==> config.mk <==
export PLATFORM = sky130hd
export DESIGN_NAME = hrpl_divider
export DESIGN_NICKNAME = d
export VERILOG_FILES = /design/src/design/hrpl_pkg.sv /design/src/design/hrpl_divider.sv
export SDC_FILE = /design/constraint.sdc
export NUM_CORES = 1
export LEC_CHECK = 0
export ABC_AREA = 1
export BUFFER_PORTS_ARGS = -buffer_cell sky130_fd_sc_hd__clkbuf_2
export CORE_ASPECT_RATIO = 2
export CORE_MARGIN = 1.5
export CORE_UTILIZATION = 50
export CTS_CLUSTER_SIZE = 10
export DETAILED_ROUTE_END_ITERATION = 16
export PLACE_DENSITY = 0.76
export SLEW_MARGIN = 20
export SYNTH_ARGS = -nofsm -noshare
export SYNTH_HDL_FRONTEND = slang
export SYNTH_SLANG_ARGS = --single-unit
==> constraint.sdc <==
create_clock -name clock -period 3.6 [get_ports clock]
set_clock_uncertainty 0.2 [all_clocks]
set_input_delay 0.18 -clock clock [delete_from_list [all_inputs] [get_ports clock]]
set_output_delay 0.18 -clock clock [all_outputs]
set_load 0.05 [all_outputs]
==> src/design/hrpl_pkg.sv <==
// Package for the hit-to-readout pad locator: codes, constants, types and helpers.
package hrpl_pkg;

   localparam int CW_W      = 33;    // CORDIC datapath width
   localparam int ATAN_DEPTH = 24;
   localparam int ATAN_IW   = 5;
   localparam int DIV_NUM_W = 42;
   localparam int DIV_DEN_W = 12;
   localparam int DIV_CNT_W = 6;

   localparam logic [29:0] GAIN_INV     = 30'd652032874;
   localparam logic [16:0] TWELFTH_TURN = 17'd5461;

   localparam logic [31:0] ATAN_TABLE [ATAN_DEPTH] = '{
      32'd536870912, 32'd316933406, 32'd167458907, 32'd85004756, 32'd42667331,
      32'd21354465,  32'd10679838,  32'd5340245,   32'd2670163,  32'd1335087,
      32'd667544,    32'd333772,    32'd166886,    32'd83443,    32'd41722,
      32'd20861,     32'd10430,     32'd5215,      32'd2608,     32'd1304,
      32'd652,       32'd326,       32'd163,       32'd81
   };

   typedef enum logic [1:0] {
      FN_LOAD_ROW    = 2'd0,
      FN_LOAD_SECTOR = 2'd1,
      FN_LOCATE      = 2'd2,
      FN_PAD_CENTRE  = 2'd3
   } func_type;

   typedef enum logic [2:0] {
      ST_OK        = 3'd0,
      ST_NO_SECTOR = 3'd1,
      ST_OFF_ROW   = 3'd2,
      ST_PAD_RANGE = 3'd3,
      ST_BAD_ADDR  = 3'd4
   } status_type;

   typedef enum logic [3:0] {
      S_IDLE,
      S_SEC_CHECK,
      S_VEC_RUN,
      S_MAG_MUL,
      S_SEC_EVAL,
      S_SEC_END,
      S_ROW_SCAN,
      S_ROW_END,
      S_PAD,
      S_PC_SEARCH,
      S_PC_CHECK,
      S_DIV_RUN,
      S_ROT_MUL,
      S_ROT_PREP,
      S_ROT_RUN,
      S_DONE
   } seq_state_type;

   typedef struct packed {
      logic start;
      logic vectoring;
   } cordic_cmd_type;

   typedef struct packed {
      logic [2:0]         status;
      logic               endcap;
      logic [3:0]         sector;
      logic [4:0]         row;
      logic [7:0]         pad;
      logic signed [19:0] residual;
      logic signed [15:0] local_angle;
      logic signed [19:0] centre_x;
      logic signed [19:0] centre_y;
      logic signed [19:0] centre_z;
      logic [17:0]        cell_id;
   } result_type;

   function automatic logic [19:0] sat20(input logic signed [25:0] v);
      if (v > 26'sd524287) return 20'h7FFFF;
      else if (v < -26'sd524288) return 20'h80000;
      else return v[19:0];
   endfunction

   function automatic logic [17:0] pack_cell(input logic [7:0] pad, input logic [4:0] row,
                                             input logic [3:0] sec, input logic cap);
      return {cap, sec, row, pad};
   endfunction

endpackage

==> src/design/hrpl_divider.sv <==
// Restoring divider, one quotient bit per cycle, for the pad centre angle.
module hrpl_divider (
   input  logic                           clock,
   input  logic                           reset,
   input  logic                           start,
   input  logic [hrpl_pkg::DIV_NUM_W-1:0] numer,
   input  logic [hrpl_pkg::DIV_DEN_W-1:0] denom,
   output logic [hrpl_pkg::DIV_NUM_W-1:0] quotient,
   output logic                           done
);
   localparam int NW = hrpl_pkg::DIV_NUM_W;
   localparam int DW = hrpl_pkg::DIV_DEN_W;

   logic [NW-1:0] num_ff, num_in;
   logic [DW-1:0] rem_ff, rem_in, den_ff, den_in;
   logic [DW:0]   trial;
   logic [hrpl_pkg::DIV_CNT_W-1:0] cnt_ff, cnt_in;
   logic busy_ff, busy_in, done_ff, done_in, qbit;

   assign trial = {rem_ff, num_ff[NW-1]};
   assign qbit  = (trial >= {1'b0, den_ff});

   always_comb begin
      num_in  = num_ff;
      rem_in  = rem_ff;
      den_in  = den_ff;
      cnt_in  = cnt_ff;
      busy_in = busy_ff;
      done_in = done_ff;
      if (start) begin
         num_in  = numer;
         den_in  = denom;
         rem_in  = '0;
         cnt_in  = '0;
         busy_in = 1'b1;
         done_in = 1'b0;
      end else if (busy_ff) begin
         rem_in = qbit ? DW'(trial - {1'b0, den_ff}) : DW'(trial);
         num_in = {num_ff[NW-2:0], qbit};
         if (cnt_ff == hrpl_pkg::DIV_CNT_W'(NW - 1)) begin
            busy_in = 1'b0;
            done_in = 1'b1;
         end else begin
            cnt_in = cnt_ff + 1'b1;
         end
      end
   end

   always_ff @(posedge clock) begin
      if (reset) begin
         busy_ff <= 1'b0;
         done_ff <= 1'b0;
         cnt_ff  <= '0;
      end else begin
         busy_ff <= busy_in;
         done_ff <= done_in;
         cnt_ff  <= cnt_in;
      end
      num_ff <= num_in;
      rem_ff <= rem_in;
      den_ff <= den_in;
   end

   assign quotient = num_ff;
   assign done     = done_ff;
endmodule

* Word level (Yosys, flattened, before mapping)
Cells that the tools add are included.
Storage, ports and cells: input port bits 57, output and inout port bits 43, logic and storage cells 21, flip-flop bits (word level) 74
Cells by class: $lt $le $gt $ge 1, muxes and demuxes 6, bitwise operators 1, eq/ne operators 1, $add $sub $neg 2, reduce and logical (&&, ||, !) cells 4
Operators by type and width (number):
- 2-to-1 mux 42 bit | 2
- greater-or-equal comparator 13 x 12 -> 1 bit | 1
- 2-to-1 mux 12 bit | 1
- subtractor 12 bit | 1
- adder 6 x 1 -> 6 bit, second input constant | 1
- == test 6 bit, second input constant | 1
- AND reduction 2 bit | 2
- 2-to-1 mux 1 bit | 3
- nonzero test 2 bit | 1
- OR reduction 2 bit | 1
- inverter 1 bit | 1

* Longest topological paths before layout
depth after elaboration 4, gate-level depth with buffers 12, gate-level depth less buffers 12

* Least setup slack after synthesis
OpenSTA, ideal clock, no wires.
kind reg2reg, start register num_ff[41], in the netlist quotient[41], end register rem_ff[6], stages on the path, launching flop included 12, clock period less this slack 2.301 ns, arrival time 1.987 ns, setup time 0.113 ns, slack 1.299 ns, buffers on the path 0, cell sequence edfxtp_1 -> inv_1 -> ha_1 -> fa_1 -> inv_1 -> nand3_1 -> nand3_1 -> nand2_1 -> a21boi_0 -> o21ai_0 -> nand3_1 -> nand2_1
On the way: word-level cells in the longest chain between the ends 2, elaborated cells on any way between the ends 3, classes of those cells 1 x add/sub; 1 x order compare; 1 x mux
Ends and longest elaborated chain:
- start: declaration | line hrpl_divider.sv:14 | logic [NW-1:0] num_ff, num_in;
- start signal: assignment | line hrpl_divider.sv:59 | num_ff <= num_in;
- subtractor 12 bit or greater-or-equal comparator 13 x 12 -> 1 bit (tied branches) | line hrpl_divider.sv:38, hrpl_divider.sv:21
- 2-to-1 mux 12 bit * | line hrpl_divider.sv:38 | rem_in = qbit ? DW'(trial - {1'b0, den_ff}) : DW'(trial);
- end signal: assignment | line hrpl_divider.sv:60 | rem_ff <= rem_in;
- end: declaration | line hrpl_divider.sv:15 | logic [DW-1:0] rem_ff, rem_in, den_ff, den_in;
Mark *: on every way between the ends. The rest lies on a longest branch, timed or not. A chain may end at the register's enable or synchronous reset.

* Worst setup path after layout
start register den_ff[7], end register num_ff[0], in the netlist quotient[0], data pin
On the way: word-level cells in the longest chain between the ends 3
Ends and longest elaborated chain:
- start: declaration | line hrpl_divider.sv:15
- start signal: assignment | line hrpl_divider.sv:61 | den_ff <= den_in;
- greater-or-equal comparator 13 x 12 -> 1 bit | line hrpl_divider.sv:21 | assign qbit = (trial >= {1'b0, den_ff});
- 2-to-1 mux 42 bit | line hrpl_divider.sv:37 | end else if (busy_ff) begin
- 2-to-1 mux 42 bit | line hrpl_divider.sv:30 | if (start) begin
- named net num_in[0] | line hrpl_divider.sv:14
The timed path passes the listed nets, and every way through them passes these cells. The select of a mux whose other input is x is not followed.

==> impl_metrics.xml <==
<?xml version="1.0" encoding="UTF-8"?>
<metrics>
  <group name="clocking">
    <metric name="cts_h_tree_depth" unit="">3</metric>
    <metric name="worst_skew_pair.late_latency" unit="ps">330</metric>
    <metric name="cts_buffer_depth" unit="">2</metric>
    <metric name="clock-sinks" unit="">74</metric>
    <metric name="tritoncts" unit="">done</metric>
    <metric name="post_cts.repair.setup_buffers" unit="">0</metric>
    <metric name="cts_buffers" unit="">9</metric>
    <metric name="root_buffer" unit="">sky130_fd_sc_hd__clkbuf_16</metric>
    <metric name="clkTransAtPathRegs" unit="ps">60</metric>
    <metric name="cts_hold_buf" unit="">55</metric>
    <metric name="cts_resized" unit="">0</metric>
  </group>
  <group name="setup_path">
    <metric name="path_cells" unit="">inv_1 -&gt; ha_1 -&gt; nand2_2 -&gt; inv_1 -&gt; nand2_1 -&gt; nand2_1 -&gt; a21oi_2 -&gt; buf_4 -&gt; nand3_2 -&gt; nand2_1 -&gt; nand2_1</metric>
    <metric name="critical_path.endpoint" unit="">quotient[0]$_DFFE_PP_</metric>
    <metric name="timing.critical_path.from_type" unit="">register</metric>
    <metric name="regToRegSetupSlack" unit="ps">1280</metric>
    <metric name="critical_path.startpoint" unit="">den_ff[7]$_DFFE_PP_</metric>
    <metric name="worstPathRequired" unit="ps">3480</metric>
    <metric name="critPathBufInv" unit="">3</metric>
    <metric name="worstReg2RegEnd" unit="">quotient[0]$_DFFE_PP_</metric>
    <metric name="timing.reg2reg.worst_path_depth" unit="">11</metric>
    <metric name="worst-endpoint-arrival" unit="ps">2200</metric>
    <metric name="worst-path-stages" unit="">11</metric>
    <metric name="crit_family" unit="">simple AND/OR/NAND/NOR gates</metric>
    <metric name="slowest_library_cell_on_the_worst_path" unit="">sky130_fd_sc_hd__edfxtp_1</metric>
    <metric name="worst_reg2reg_startpoint" unit="">den_ff[7]$_DFFE_PP_</metric>
    <metric name="worst_setup_path_end_kind" unit="">register</metric>
    <metric name="crit_type" unit="">reg2reg</metric>
    <metric name="critical_path_peak_fanout" unit="">14</metric>
    <metric name="worst_path_most_repeated_cell" unit="">sky130_fd_sc_hd__nand2_1</metric>
    <metric name="cpPeakStageDelay" unit="ps">370</metric>
  </group>
  <group name="drt">
    <metric name="drt-pass1-iter-count" unit="">5</metric>
    <metric name="route.detailed.drc" unit="">0</metric>
    <metric name="drtIter0Drc" unit="">258</metric>
    <metric name="post_drt_via_cell_ratio" unit="">5.07</metric>
    <metric name="vias" unit="">3692</metric>
    <metric name="avgRoutedWirePerCell" unit="um">14.7</metric>
    <metric name="detail_route.wirelength" unit="mm">10.7</metric>
    <metric name="final_antenna_net_count" unit="">0</metric>
  </group>
  <group name="sta">
    <metric name="achievable-frequency" unit="MHz">431</metric>
    <metric name="timing.final.hold_violations" unit="">0</metric>
    <metric name="pins_over_their_slew_limit" unit="">0</metric>
    <metric name="setup-tns-final" unit="ps">0</metric>
    <metric name="min_period" unit="ps">2320</metric>
    <metric name="min_period_over_period" unit="%">64.5</metric>
    <metric name="timing.slew.headroom" unit="%">35.3</metric>
    <metric name="hold-worst-slack" unit="ps">274</metric>
    <metric name="timing.final.setup_violations" unit="">0</metric>
    <metric name="transition_time_of_the_tightest_slew_check_pin" unit="ps">967</metric>
    <metric name="rsz_0062_raised_after_global_routing" unit="">no</metric>
  </group>
  <group name="global_routing">
    <metric name="grt_pass1_wl" unit="mm">17.6</metric>
    <metric name="initial_antenna_violation_count" unit="">0</metric>
    <metric name="overflow" unit="">0</metric>
    <metric name="grt_max_degree" unit="">43</metric>
    <metric name="first_global_vias" unit="">3895</metric>
    <metric name="grt_usage" unit="%">27.5</metric>
  </group>
  <group name="status">
    <metric name="outcome" unit="">complete, no violations</metric>
  </group>
  <group name="synthesis">
    <metric name="ranking_of_synthesized_cells_by_instance_count" unit="">sky130_fd_sc_hd__nand2_1, sky130_fd_sc_hd__inv_1, sky130_fd_sc_hd__edfxtp_1</metric>
    <metric name="postSynthAreaPerCell" unit="um^2">8.18</metric>
    <metric name="ys_ff_latch" unit="">74</metric>
    <metric name="synth_flop_cell" unit="">sky130_fd_sc_hd__edfxtp_1</metric>
    <metric name="ys_async_sr_fraction" unit="%">0</metric>
    <metric name="synth_area_leaders" unit="">sky130_fd_sc_hd__edfxtp_1, sky130_fd_sc_hd__nand2_1, sky130_fd_sc_hd__dfxtp_1, sky130_fd_sc_hd__inv_1, sky130_fd_sc_hd__ha_1</metric>
    <metric name="synthDominantCellAreaShare" unit="%">41.8</metric>
    <metric name="yosysWarningCount" unit="">0</metric>
    <metric name="syn_nets" unit="">546</metric>
    <metric name="synth_enable_flop_cells" unit="">54</metric>
    <metric name="yosysTopAreaCell" unit="">sky130_fd_sc_hd__edfxtp_1</metric>
    <metric name="netlist_instances" unit="">474</metric>
    <metric name="yosys.cell_types.count" unit="">31</metric>
    <metric name="post_synth_instance_area" unit="um^2">3870</metric>
    <metric name="ys_seq_area_share" unit="%">52.2</metric>
    <metric name="synth_most_common_cell" unit="">sky130_fd_sc_hd__nand2_1</metric>
  </group>
  <group name="finish">
    <metric name="n_antenna_cell" unit="">0</metric>
    <metric name="layout-area-overhead-vs-synth" unit="%">37.0</metric>
    <metric name="design.final.nets" unit="">701</metric>
    <metric name="design_area" unit="um^2">5310</metric>
    <metric name="layout-drive-gt1-share" unit="%">21.6</metric>
    <metric name="layout.core_utilization" unit="%">70.3</metric>
  </group>
  <group name="min_path">
    <metric name="worst_hold_path_type" unit="">reg2reg</metric>
  </group>
  <group name="place">
    <metric name="placed_cell_area" unit="um^2">4460</metric>
    <metric name="io_buffers" unit="">99</metric>
    <metric name="place.detailed.hpwl" unit="mm">6.96</metric>
    <metric name="gp_congestion" unit="">0.960</metric>
  </group>
  <group name="floorplanning">
    <metric name="die_area" unit="um^2">8320</metric>
    <metric name="initial_utilization" unit="%">51.4</metric>
    <metric name="io_pins" unit="">100</metric>
    <metric name="floorplan.core_area" unit="um^2">7540</metric>
    <metric name="rows" unit="">45</metric>
    <metric name="floorplan.die.width" unit="um">65.3</metric>
    <metric name="floorplan.die.height" unit="um">128</metric>
  </group>
  <group name="pwr">
    <metric name="vdd_drop_max" unit="mV">0.461</metric>
    <metric name="total_power_divided_by_cell_area" unit="nW/um^2">452</metric>
    <metric name="leakage_power" unit="uW">0.00267</metric>
    <metric name="finalPower" unit="uW">2400</metric>
  </group>
  <group name="run">
    <metric name="cap_violations" unit="">0</metric>
  </group>
</metrics>
## final cells by class
class	count	area, um^2
fillers	569	2240
flip-flops and latches	74	2020
multi-input cells	326	1560
repair buffers	159	1080
clock buffers	12	278
inverters	59	221
well taps	94	118
clock inverters	4	22.5
## registers in the layout, summed over array words and instances (netlist names)
name / flops
cnt_ff: 6
done: 1
rem_ff: 12
busy_ff: 1
den_ff: 12
quotient: 42
## layout by cell type (no fill, tap or decap), types with 3 or more instances in the layout
cell	count
sky130_fd_sc_hd__buf_4	5
sky130_fd_sc_hd__xnor2_1	4
sky130_fd_sc_hd__inv_2	3
sky130_fd_sc_hd__clkbuf_2	99
sky130_fd_sc_hd__nand3_2	6
sky130_fd_sc_hd__nand2_1	212
sky130_fd_sc_hd__o21ai_0	4
sky130_fd_sc_hd__clkinv_2	3
sky130_fd_sc_hd__ha_1	14
sky130_fd_sc_hd__dfxtp_1	20
sky130_fd_sc_hd__nor2_1	21
sky130_fd_sc_hd__a21oi_1	6
sky130_fd_sc_hd__inv_1	55
sky130_fd_sc_hd__edfxtp_1	54
sky130_fd_sc_hd__dlygate4sd3_1	55
sky130_fd_sc_hd__nand4_1	15
sky130_fd_sc_hd__nand2_2	3
sky130_fd_sc_hd__clkbuf_16	10
sky130_fd_sc_hd__nor3_1	3
sky130_fd_sc_hd__nand3_1	24
## worst min path at each step
stage / startpoint / to / slack [ps] / depth (start not counted)
floorplan: reset / busy_ff$_SDFF_PP0_ / 50 / 1
global route: rem_ff[3]$_SDFFE_PP0P_ / rem_ff[3]$_SDFFE_PP0P_ / 290 / 2
global placement: denom[11] / den_ff[11]$_DFFE_PP_ / 160 / 1
CTS: rem_ff[0]$_SDFFE_PP0P_ / rem_ff[0]$_SDFFE_PP0P_ / 280 / 2
finish: rem_ff[0]$_SDFFE_PP0P_ / rem_ff[0]$_SDFFE_PP0P_ / 270 / 2
detailed placement: denom[1] / den_ff[1]$_DFFE_PP_ / 160 / 1
## tightest hold or removal path, delay by kind of cell (launching register included)
family           cells  cell delay [ps]
and+or+nand+nor      2              110
DFF                  1              320
## routing by layer
layer / routed length (um) / vias up / track usage (%)
met4: 292 / 0 / 12.5
met3: 619 / 27 / 6.07
met2: 5880 / 144 / 50.6
li1: - / 1822 / -
met1: 3880 / 1699 / 28.8
met5: 0 / - / 0
## stage by stage
stage,instances,setup WS (ps)
floorplan,474,1300
global route,728,1100
CTS,728,1260
global placement,657,1290
finish,728,1280
detailed placement,657,1270
## power by group
group / leakage [uW] / internal [uW] / switching, uW
registers: 0.000711 / 995 / 38.9
logic: 0.00181 / 146 / 338
clock network: 0.000149 / 542 / 336
total: 0.00267 / 1680 / 713
## logic make-up (layout without fill, tap and decap cells)
group | Yosys count | in the layout | synth area share (%)
AO/OA/AOI/OAI | 14 | 14 | 2.03
XOR/XNOR | 5 | 5 | 1.13
adder cells (fa/ha/maj) | 15 | 15 | 5.04
buffers and inverters | 74 | 234 | 7.49
flip-flops | 74 | 74 | 52.2
AND/OR/NAND/NOR | 292 | 292 | 32.1
Power figures use the tool's default switching activity.
