`config.mk`:
```
export PLATFORM = sky130hd
export DESIGN_NAME = hrpl_cordic
export DESIGN_NICKNAME = d
export VERILOG_FILES = /design/src/design/hrpl_pkg.sv /design/src/design/hrpl_cordic.sv
export SDC_FILE = /design/constraint.sdc
export NUM_CORES = 1
export LEC_CHECK = 0
export BUFFER_PORTS_ARGS = -buffer_cell sky130_fd_sc_hd__buf_2
export CORE_MARGIN = 2
export CORE_UTILIZATION = 30
export CTS_CLUSTER_DIAMETER = 80
export DETAILED_ROUTE_END_ITERATION = 12
export HOLD_SLACK_MARGIN = 0.02
export PLACE_DENSITY = 0.44
export SLEW_MARGIN = 20
export SYNTH_ARGS = -nofsm -noshare
export SYNTH_HDL_FRONTEND = slang
export SYNTH_SLANG_ARGS = --single-unit
```
`constraint.sdc`:
```
create_clock -name clock -period 8.35 [get_ports clock]
set_clock_uncertainty 0.1 [all_clocks]
set_input_delay 1.67 -clock clock [delete_from_list [all_inputs] [get_ports clock]]
set_output_delay 1.67 -clock clock [all_outputs]
set_load 0.02 [all_outputs]
```
`src/design/hrpl_pkg.sv`:
```
// Package for the hit-to-readout pad locator: codes, constants, types and helpers.
package hrpl_pkg;

   localparam int CW_W      = 33;    // CORDIC datapath width
   localparam int ATAN_DEPTH = 24;
   localparam int ATAN_IW   = 5;
   localparam int DIV_NUM_W = 42;
   localparam int DIV_DEN_W = 12;
   localparam int DIV_CNT_W = 6;

   localparam logic [29:0] GAIN_INV     = 30'd652032874;
   localparam logic [16:0] TWELFTH_TURN = 17'd5461;

   localparam logic [31:0] ATAN_TABLE [ATAN_DEPTH] = '{
      32'd536870912, 32'd316933406, 32'd167458907, 32'd85004756, 32'd42667331,
      32'd21354465,  32'd10679838,  32'd5340245,   32'd2670163,  32'd1335087,
      32'd667544,    32'd333772,    32'd166886,    32'd83443,    32'd41722,
      32'd20861,     32'd10430,     32'd5215,      32'd2608,     32'd1304,
      32'd652,       32'd326,       32'd163,       32'd81
   };

   typedef enum logic [1:0] {
      FN_LOAD_ROW    = 2'd0,
      FN_LOAD_SECTOR = 2'd1,
      FN_LOCATE      = 2'd2,
      FN_PAD_CENTRE  = 2'd3
   } func_type;

   typedef enum logic [2:0] {
      ST_OK        = 3'd0,
      ST_NO_SECTOR = 3'd1,
      ST_OFF_ROW   = 3'd2,
      ST_PAD_RANGE = 3'd3,
      ST_BAD_ADDR  = 3'd4
   } status_type;

   typedef enum logic [3:0] {
      S_IDLE,
      S_SEC_CHECK,
      S_VEC_RUN,
      S_MAG_MUL,
      S_SEC_EVAL,
      S_SEC_END,
      S_ROW_SCAN,
      S_ROW_END,
      S_PAD,
      S_PC_SEARCH,
      S_PC_CHECK,
      S_DIV_RUN,
      S_ROT_MUL,
      S_ROT_PREP,
      S_ROT_RUN,
      S_DONE
   } seq_state_type;

   typedef struct packed {
      logic start;
      logic vectoring;
   } cordic_cmd_type;

   typedef struct packed {
      logic [2:0]         status;
      logic               endcap;
      logic [3:0]         sector;
      logic [4:0]         row;
      logic [7:0]         pad;
      logic signed [19:0] residual;
      logic signed [15:0] local_angle;
      logic signed [19:0] centre_x;
      logic signed [19:0] centre_y;
      logic signed [19:0] centre_z;
      logic [17:0]        cell_id;
   } result_type;

   function automatic logic [19:0] sat20(input logic signed [25:0] v);
      if (v > 26'sd524287) return 20'h7FFFF;
      else if (v < -26'sd524288) return 20'h80000;
      else return v[19:0];
   endfunction

   function automatic logic [17:0] pack_cell(input logic [7:0] pad, input logic [4:0] row,
                                             input logic [3:0] sec, input logic cap);
      return {cap, sec, row, pad};
   endfunction

endpackage

```
`src/design/hrpl_cordic.sv`:
```
// Shared iterative CORDIC unit, one micro-rotation per cycle, vectoring or rotation mode.
module hrpl_cordic #(
   parameter int STEPS = 16
) (
   input  logic                           clock,
   input  logic                           reset,
   input  hrpl_pkg::cordic_cmd_type       cmd,
   input  logic signed [hrpl_pkg::CW_W-1:0] x_start,
   input  logic signed [hrpl_pkg::CW_W-1:0] y_start,
   input  logic signed [hrpl_pkg::CW_W-1:0] z_start,
   output logic signed [hrpl_pkg::CW_W-1:0] x_out,
   output logic signed [hrpl_pkg::CW_W-1:0] y_out,
   output logic signed [hrpl_pkg::CW_W-1:0] z_out,
   output logic                           done
);
   localparam int SCW = $clog2(STEPS);

   logic signed [hrpl_pkg::CW_W-1:0] x_ff, y_ff, z_ff, x_in, y_in, z_in;
   logic signed [hrpl_pkg::CW_W-1:0] xs, ys, ang;
   logic [SCW-1:0] step_ff, step_in;
   logic mode_ff, mode_in, busy_ff, busy_in, done_ff, done_in, turn_cw;

   assign xs  = x_ff >>> step_ff;
   assign ys  = y_ff >>> step_ff;
   assign ang = {1'b0, hrpl_pkg::ATAN_TABLE[hrpl_pkg::ATAN_IW'(step_ff)]};
   // vectoring drives y to zero, rotation drives z to zero
   assign turn_cw = mode_ff ? !y_ff[hrpl_pkg::CW_W-1] : z_ff[hrpl_pkg::CW_W-1];

   always_comb begin
      x_in    = x_ff;
      y_in    = y_ff;
      z_in    = z_ff;
      step_in = step_ff;
      mode_in = mode_ff;
      busy_in = busy_ff;
      done_in = done_ff;
      if (cmd.start) begin
         x_in    = x_start;
         y_in    = y_start;
         z_in    = z_start;
         mode_in = cmd.vectoring;
         step_in = '0;
         busy_in = 1'b1;
         done_in = 1'b0;
      end else if (busy_ff) begin
         if (turn_cw) begin
            x_in = x_ff + ys;
            y_in = y_ff - xs;
            z_in = z_ff + ang;
         end else begin
            x_in = x_ff - ys;
            y_in = y_ff + xs;
            z_in = z_ff - ang;
         end
         if (step_ff == SCW'(STEPS - 1)) begin
            busy_in = 1'b0;
            done_in = 1'b1;
         end else begin
            step_in = step_ff + 1'b1;
         end
      end
   end

   always_ff @(posedge clock) begin
      if (reset) begin
         busy_ff <= 1'b0;
         done_ff <= 1'b0;
         step_ff <= '0;
      end else begin
         busy_ff <= busy_in;
         done_ff <= done_in;
         step_ff <= step_in;
      end
      x_ff    <= x_in;
      y_ff    <= y_in;
      z_ff    <= z_in;
      mode_ff <= mode_in;
   end

   assign x_out = x_ff;
   assign y_out = y_ff;
   assign z_out = z_ff;
   assign done  = done_ff;
endmodule

```
=== Word-level counts from Yosys, hierarchy flattened ===
Memory sizes are Yosys's and may differ from the RTL's.
Cells that the tools add are included.

* Flip-flop bits (word level): 106
* Memory bits (read-only): 1024
* Input bits: 103
* Output and inout port bits: 100
* Logic and storage cells: 41
* Memories: 1

{| class="wikitable"
|+ Memory list
! name !! words !! bits a word !! read ports !! clocked after Yosys merged registers in !! wr ports !! RTL line !! source
|-
| (no name shown) || 32 || 32 || 1 || 0 || 0 || hrpl_cordic.sv:25 || <nowiki>assign ang = {1'b0, hrpl_pkg::ATAN_TABLE[hrpl_pkg::ATAN_IW'(step_ff)]};</nowiki>
|}

* Add/sub/neg operators: 7
* $lt $le $gt $ge: 1
* Equal/unequal tests: 1
* Shift-type cells: 2
* Muxes and demuxes: 15
* Bitwise operators: 2
* Reductions and logical operators: 5

{| class="wikitable"
|+ Operators by type and width
! operator !! number
|-
| $mux W33 || 9
|-
| $add A33 B33 Y33 || 3
|-
| $sub A33 B33 Y33 || 3
|-
| $sshr A33 B4 Y33 || 2
|-
| $mux W32 || 2
|-
| $ge A6 B6 Y1 const B || 1
|-
| $not A4 Y6 || 1
|-
| $add A4 B1 Y4 const B || 1
|-
| $eq A4 B4 Y1 const B || 1
|-
| $mux W1 || 4
|-
| $reduce_and A2 Y1 || 2
|-
| $reduce_bool A2 Y1 || 1
|-
| $reduce_or A2 Y1 || 1
|-
| $logic_not A1 Y1 || 1
|-
| $not A1 Y1 || 1
|}

=== Longest topological paths before layout ===
* Depth in word-level cells: 8
* Gate-level depth with buffers: 28

=== Worst setup path before layout ===
OpenSTA, ideal clock, no wires.

* Path type: register to register
* Start point: reg step_ff[0]
* End point: reg z_ff (netlist bit z_out[31]) (data pin)
* Library setup time: 180 ps
* Arrival time: 6136 ps
* Data required time: 8070 ps
* Slack: 1934 ps
* Stages on the path, launching flop included: 26
* Clock period less this slack: 6416 ps
* Path through: dfxtp_1 > buf_2 > clkinv_1 > buf_2 > buf_2 > buf_1 > buf_1 > ha_1 > nor2_1 > a211oi_1 > a31oi_1 > ha_1 > nand4_1 > nor2_1 > nor2_1 > xor2_1 > ha_1 > and3_1 > a221o_1 > a21oi_1 > o21ai_0 > nand4_1 > a31oi_1 > or3b_2 > o2111a_1 > a221oi_1

* Cells in the longest elaborated chain, start to end: 8
* Elaborated cells between the ends (all ways): 9
* Classes of those cells: 2 x add/sub; 5 x mux; 1 x bitwise; 1 x memory

{| class="wikitable"
|+ RTL lines
! item !! RTL line !! source
|-
| from (decl) || hrpl_cordic.sv:20 || <nowiki>logic [SCW-1:0] step_ff, step_in;</nowiki>
|-
| from (signal assigned) || hrpl_cordic.sv:72 || <nowiki>step_ff <= step_in;</nowiki>
|-
| $not A4 Y6 (implied by the code) * || hrpl_cordic.sv:25 ||
|-
| $mem_v2 Z32 W32 * || - ||
|-
| $mux W32 (implied by the code) * (2 in a row) || hrpl_cordic.sv:25 ||
|-
| $sub A33 B33 Y33 or $add A33 B33 Y33 (tied branches) || hrpl_cordic.sv:53, hrpl_cordic.sv:49 ||
|-
| $mux W33 * || hrpl_cordic.sv:46 || <nowiki>if (turn_cw) begin</nowiki>
|-
| $mux W33 * || hrpl_cordic.sv:45 || <nowiki>end else if (busy_ff) begin</nowiki>
|-
| $mux W33 * || hrpl_cordic.sv:37 || <nowiki>if (cmd.start) begin</nowiki>
|-
| via z_in (one bit) || hrpl_cordic.sv:18 || <nowiki>logic signed [hrpl_pkg::CW_W-1:0] x_ff, y_ff, z_ff, x_in, y_in, z_in;</nowiki>
|-
| to (signal assigned) || hrpl_cordic.sv:76 || <nowiki>z_ff <= z_in;</nowiki>
|-
| to (decl) || hrpl_cordic.sv:18 ||
|}

Mark *: on every way through the listed nets, which the timed path passes. The rest lies on a longest branch. The select of a mux whose other input is x is not followed.
A chain may end at the register's enable or synchronous reset.

=== Worst setup path in the final report ===
* Start point: reg step_ff[2]
* End point: reg x_ff (netlist bit x_out[31]) (data pin)

* Cells in the longest elaborated chain, start to end: 5
* Elaborated cells between the ends (all ways): 6
* Classes of those cells: 2 x add/sub; 1 x shift; 3 x mux

{| class="wikitable"
|+ RTL lines
! item !! RTL line !! source
|-
| $sshr A33 B4 Y33 * || hrpl_cordic.sv:24 || <nowiki>assign ys = y_ff >>> step_ff;</nowiki>
|-
| $sub A33 B33 Y33 or $add A33 B33 Y33 (tied branches) || hrpl_cordic.sv:51, hrpl_cordic.sv:47 ||
|-
| $mux W33 * || hrpl_cordic.sv:46 ||
|-
| $mux W33 * || hrpl_cordic.sv:45 ||
|-
| $mux W33 * || hrpl_cordic.sv:37 ||
|-
| via x_in (one bit) || hrpl_cordic.sv:18 ||
|-
| to (signal assigned) || hrpl_cordic.sv:74 || <nowiki>x_ff <= x_in;</nowiki>
|-
| to (decl) || hrpl_cordic.sv:18 ||
|}

Marked as above.

==> results.sh <==
export IMPL_synth_top_cell_area_share_pct=19.76
export IMPL_setup_worst_path_end_class="flip-flop"
export IMPL_final_hold_viol_count=0
export IMPL_cell_area_after_synthesis_mm2=0.01520
export IMPL_synth_mux_area_fraction_pct=15.54
export IMPL_dp_hpwl_mm=45.74
export IMPL_rsz0062_at_grt="false"
export IMPL_die_height_um=229.1
export IMPL_globalplace_congestion=0.9522
export IMPL_fin_tns_setup_ns=0
export IMPL_core_area_mm2=0.05007
export IMPL_timing_critical_path_from_type="flip-flop"
export IMPL_via_count_of_the_first_global_routing_pass=14220
export IMPL_reg2reg_slack_ns=1.64
export IMPL_drt_wirelength_per_cell_um=22.25
export IMPL_synth_area_top_cells="edfxtp_1 20%, ha_1 8.9%, mux4_2 7.0%"
export IMPL_reg2regPathDepth=21
export IMPL_fin_hold_ws_ns=0.4262
export IMPL_antennaDiodeCount=0
export IMPL_number_of_standard_cell_rows_in_the_floorplan=82
export IMPL_fin_crit_ns=6.714
export IMPL_min_delay_path_class="reg -> reg"
export IMPL_grt_first_pass_wirelength_mm=87.59
export IMPL_area_sequential_mm2=0.003136
export IMPL_final_fill_count=5361
export IMPL_initial_antenna_violation_count=0
export IMPL_netlist_top_cells_count="218 x nand2_1, 159 x o21ai_0, 135 x a21oi_1"
export IMPL_yosys_register_bits=106
export IMPL_cts_buffer_depth=2
export IMPL_timing_critical_path_mode_cell="o21ai_0"
export IMPL_largest_fanout_on_the_critical_path=80
export IMPL_syn_nets=1995
export IMPL_synth_cell_types=99
export IMPL_critPathKind="reg -> reg"
export IMPL_critPathRequiredTime_ns=8.39
export IMPL_max_freq_mhz=148.9
export IMPL_critical_path_top_delay_family="compound AO/OA/AOI/OAI gates"
export IMPL_worstMarginPinSlew_ns=1.012
export IMPL_clock_tree_htree_level_count=3
export IMPL_ys_async_rst_share_pct=0
export IMPL_status="complete, no violations"
export IMPL_final_ant_viol_nets=0
export IMPL_drt_wirelength_mm=57.60
export IMPL_clock_tree_root_cell="clkbuf_16"
export IMPL_hold_start="busy_ff$_SDFF_PP0_"
export IMPL_final_layout_size_suffix_gt1_share_pct=19.93
export IMPL_synth_xor_xnor_area_share_pct=9.625
export IMPL_cts_sink_count=106
export IMPL_route_vias_total=14650
export IMPL_worstReg2RegStart="step_ff[2]$_SDFFE_PP0P_"
export IMPL_worst_setup_hold_path_clk_slew_ns=0.09
export IMPL_number_of_endpoints_failing_setup_at_the_final_stage=0
export IMPL_dp_cells=2573
export IMPL_sequential_fraction_of_the_synthesis_area_pct=20.55
export IMPL_min_to="step_ff[2]$_SDFFE_PP0P_"
export IMPL_layoutNonFillerInstCount=2589
export IMPL_avgViaCountPerCell=5.657
export IMPL_compound_gate_portion_of_the_synthesized_area_pct=24.58
export IMPL_largest_net_degree_at_the_start_of_global_routing=81
export IMPL_synth_edf_count=100
export IMPL_post_synth_fa_ha_maj_area_fraction_pct=9.287
export IMPL_timing_critical_path_buf_inv=2
export IMPL_initialDrtViolationCount=1197
export IMPL_layout_worst_path_cycle_share_pct=80.41
export IMPL_drc_errors=0
export IMPL_yosys_area_share_simple_pct=16.33
export IMPL_max_cap_violations=0
export IMPL_worst_skew_pair_late_latency_ns=0.41
export IMPL_io_pins=203
export IMPL_setup_fix_bufs_post_cts=0
export IMPL_crit_path_cell_trace="inv_1, mux4_2, o21ai_0, ha_1, nand2_1, o22ai_1, o21ai_0, nor2_1, nor2_1, xnor2_1, ha_1, and4_1, nand3_1, o21ai_0, o41ai_1, buf_4, o211ai_1, a21oi_1, o311ai_0, xnor2_1, o21ai_0"
export IMPL_critical_path_slowest_cell="dfxtp_4"
export IMPL_yosys_warnings=0
export IMPL_timing_rr_end="x_out[31]$_DFFE_PP_"
export IMPL_dpl_instance_area_mm2=0.01672
export IMPL_synth_top_family_by_area="compound AO/OA/AOI/OAI gates"
export IMPL_area_growth_synth_to_final_pct=12.05
export IMPL_holdBufCountCts=0
export IMPL_final_net_count=2126
export IMPL_footprint_of_the_multi_input_gates_mm2=0.01146
export IMPL_critical_path_max_stage_delay_ns=0.92
export IMPL_finish_instance_area_mm2=0.01703
export IMPL_worstPathArrival_ns=6.76
export IMPL_io_buffer_count=202
export IMPL_max_slew_margin_rel_pct=32.29
export IMPL_fp_dieW_um=229.1
export IMPL_most_used_dff_post_synth="edfxtp_1"
export IMPL_initial_cell_density_of_the_core_pct=30.35
export IMPL_finalMaxSlewViolations=0
export IMPL_cts_resized_gates=0
export IMPL_cts_inserted_buffers=9
export IMPL_number_of_instances_in_the_synthesized_netlist=1781
export IMPL_grt_ovfl_total=0
export IMPL_min_delay_path_depth=2
export IMPL_cts_tree="built"
export IMPL_synth_largest_area_cell="edfxtp_1"
export IMPL_die_area_mm2=0.05247
export IMPL_global_route_usage_total_pct=21.62
export IMPL_synthMostInstantiatedCell="nand2_1"
export IMPL_avgSynthCellArea_um2=8.533
export IMPL_detail_route_first_pass_iterations=5
sequential cells by signal (all words and copies together), names as in the netlist:
register / cells
busy_ff: 1
done: 1
mode_ff: 1
step_ff: 4
x_out: 33
y_out: 33
z_out: 33
layout by cell type, fill, tap and decap left out, types with 9 or more instances in the layout:
cell type	netlist	layout
nand4_1	12	12
nand2b_1	20	20
clkbuf_16	0	9
ha_1	108	108
mux2_2	52	52
o31ai_1	12	12
nand3_1	33	33
a221oi_1	10	10
nand2_1	218	218
nor3_1	22	22
and3_1	9	9
a21oi_1	135	135
o211ai_1	11	11
buf_4	4	16
mux4_2	47	47
nor2b_1	17	17
o21ai_0	159	159
o21a_1	25	25
mux2i_1	66	66
inv_1	36	36
xnor2_1	88	88
a211oi_1	12	12
buf_2	21	201
a31oi_1	32	32
xor2_1	79	79
a22oi_1	10	10
edfxtp_1	100	100
and2_1	13	13
nor2_1	102	102
and4_1	12	12
a21o_1	59	59
worst reg2reg max path, delay by kind of cell, from the launching register on:
family,cells,cell delay (ns)
AO/OA/AOI/OAI,9,2.20
AND/OR/NAND/NOR,5,0.94
flip-flops,1,0.92
buffers and inverters,2,0.92
adder cells (fa/ha/maj),2,0.58
multiplexers,1,0.47
XOR/XNOR,2,0.33
metal layers:
layer / vias up / routed length [µm] / global-route usage, %
met3: 55 / 2902 / 3.013
met1: 7130 / 26110 / 29.22
met5: - / 0 / 0
met4: 0 / 1066 / 5.175
met2: 453 / 27520 / 36.34
li1: 7008 / - / -
worst max path at each step:
stage                            start             endpoint  slack, ns  depth (start not counted)
6_report       step_ff[2]$_SDFFE_PP0P_  x_out[31]$_DFFE_PP_       1.64                         21
3_5_place_dp   step_ff[1]$_SDFFE_PP0P_  z_out[31]$_DFFE_PP_       1.67                         20
3_3_place_gp   step_ff[1]$_SDFFE_PP0P_  z_out[31]$_DFFE_PP_       1.81                         20
5_1_grt        step_ff[2]$_SDFFE_PP0P_  x_out[29]$_DFFE_PP_       1.14                         20
2_1_floorplan  step_ff[0]$_SDFFE_PP0P_  z_out[31]$_DFFE_PP_       1.93                         25
4_1_cts        step_ff[1]$_SDFFE_PP0P_  z_out[31]$_DFFE_PP_       1.64                         20
cells by family after synthesis:
kind of cell	after synthesis
and+or+nand+nor	514
AOI/OAI and AO/OA	576
xor gates and xnor gates	167
buffers and inverters	138
adders and majority gates	111
muxes	169
DFF	106
stage by stage:
step / setup slack [ns] / util (%)
5_1_grt: 1.140 / 34.01
3_3_place_gp: 1.811 / 33.39
3_5_place_dp: 1.671 / 33.39
2_1_floorplan: 1.934 / -
4_1_cts: 1.643 / 34.01
6_report: 1.636 / 34.01
final cells by class:
cell class | count | area share (%)
clock buffer | 9 | 1.323
clock inverter | 7 | 0.4923
inverter | 40 | 0.8817
multi-input combinational | 1537 | 67.27
sequential | 106 | 18.41
tap | 672 | 4.938
timing repair buffer | 218 | 6.679
Power is left out: the tool's default activity adds up to more than one toggle a clock period on the data nets, which glitch-free logic cannot reach.
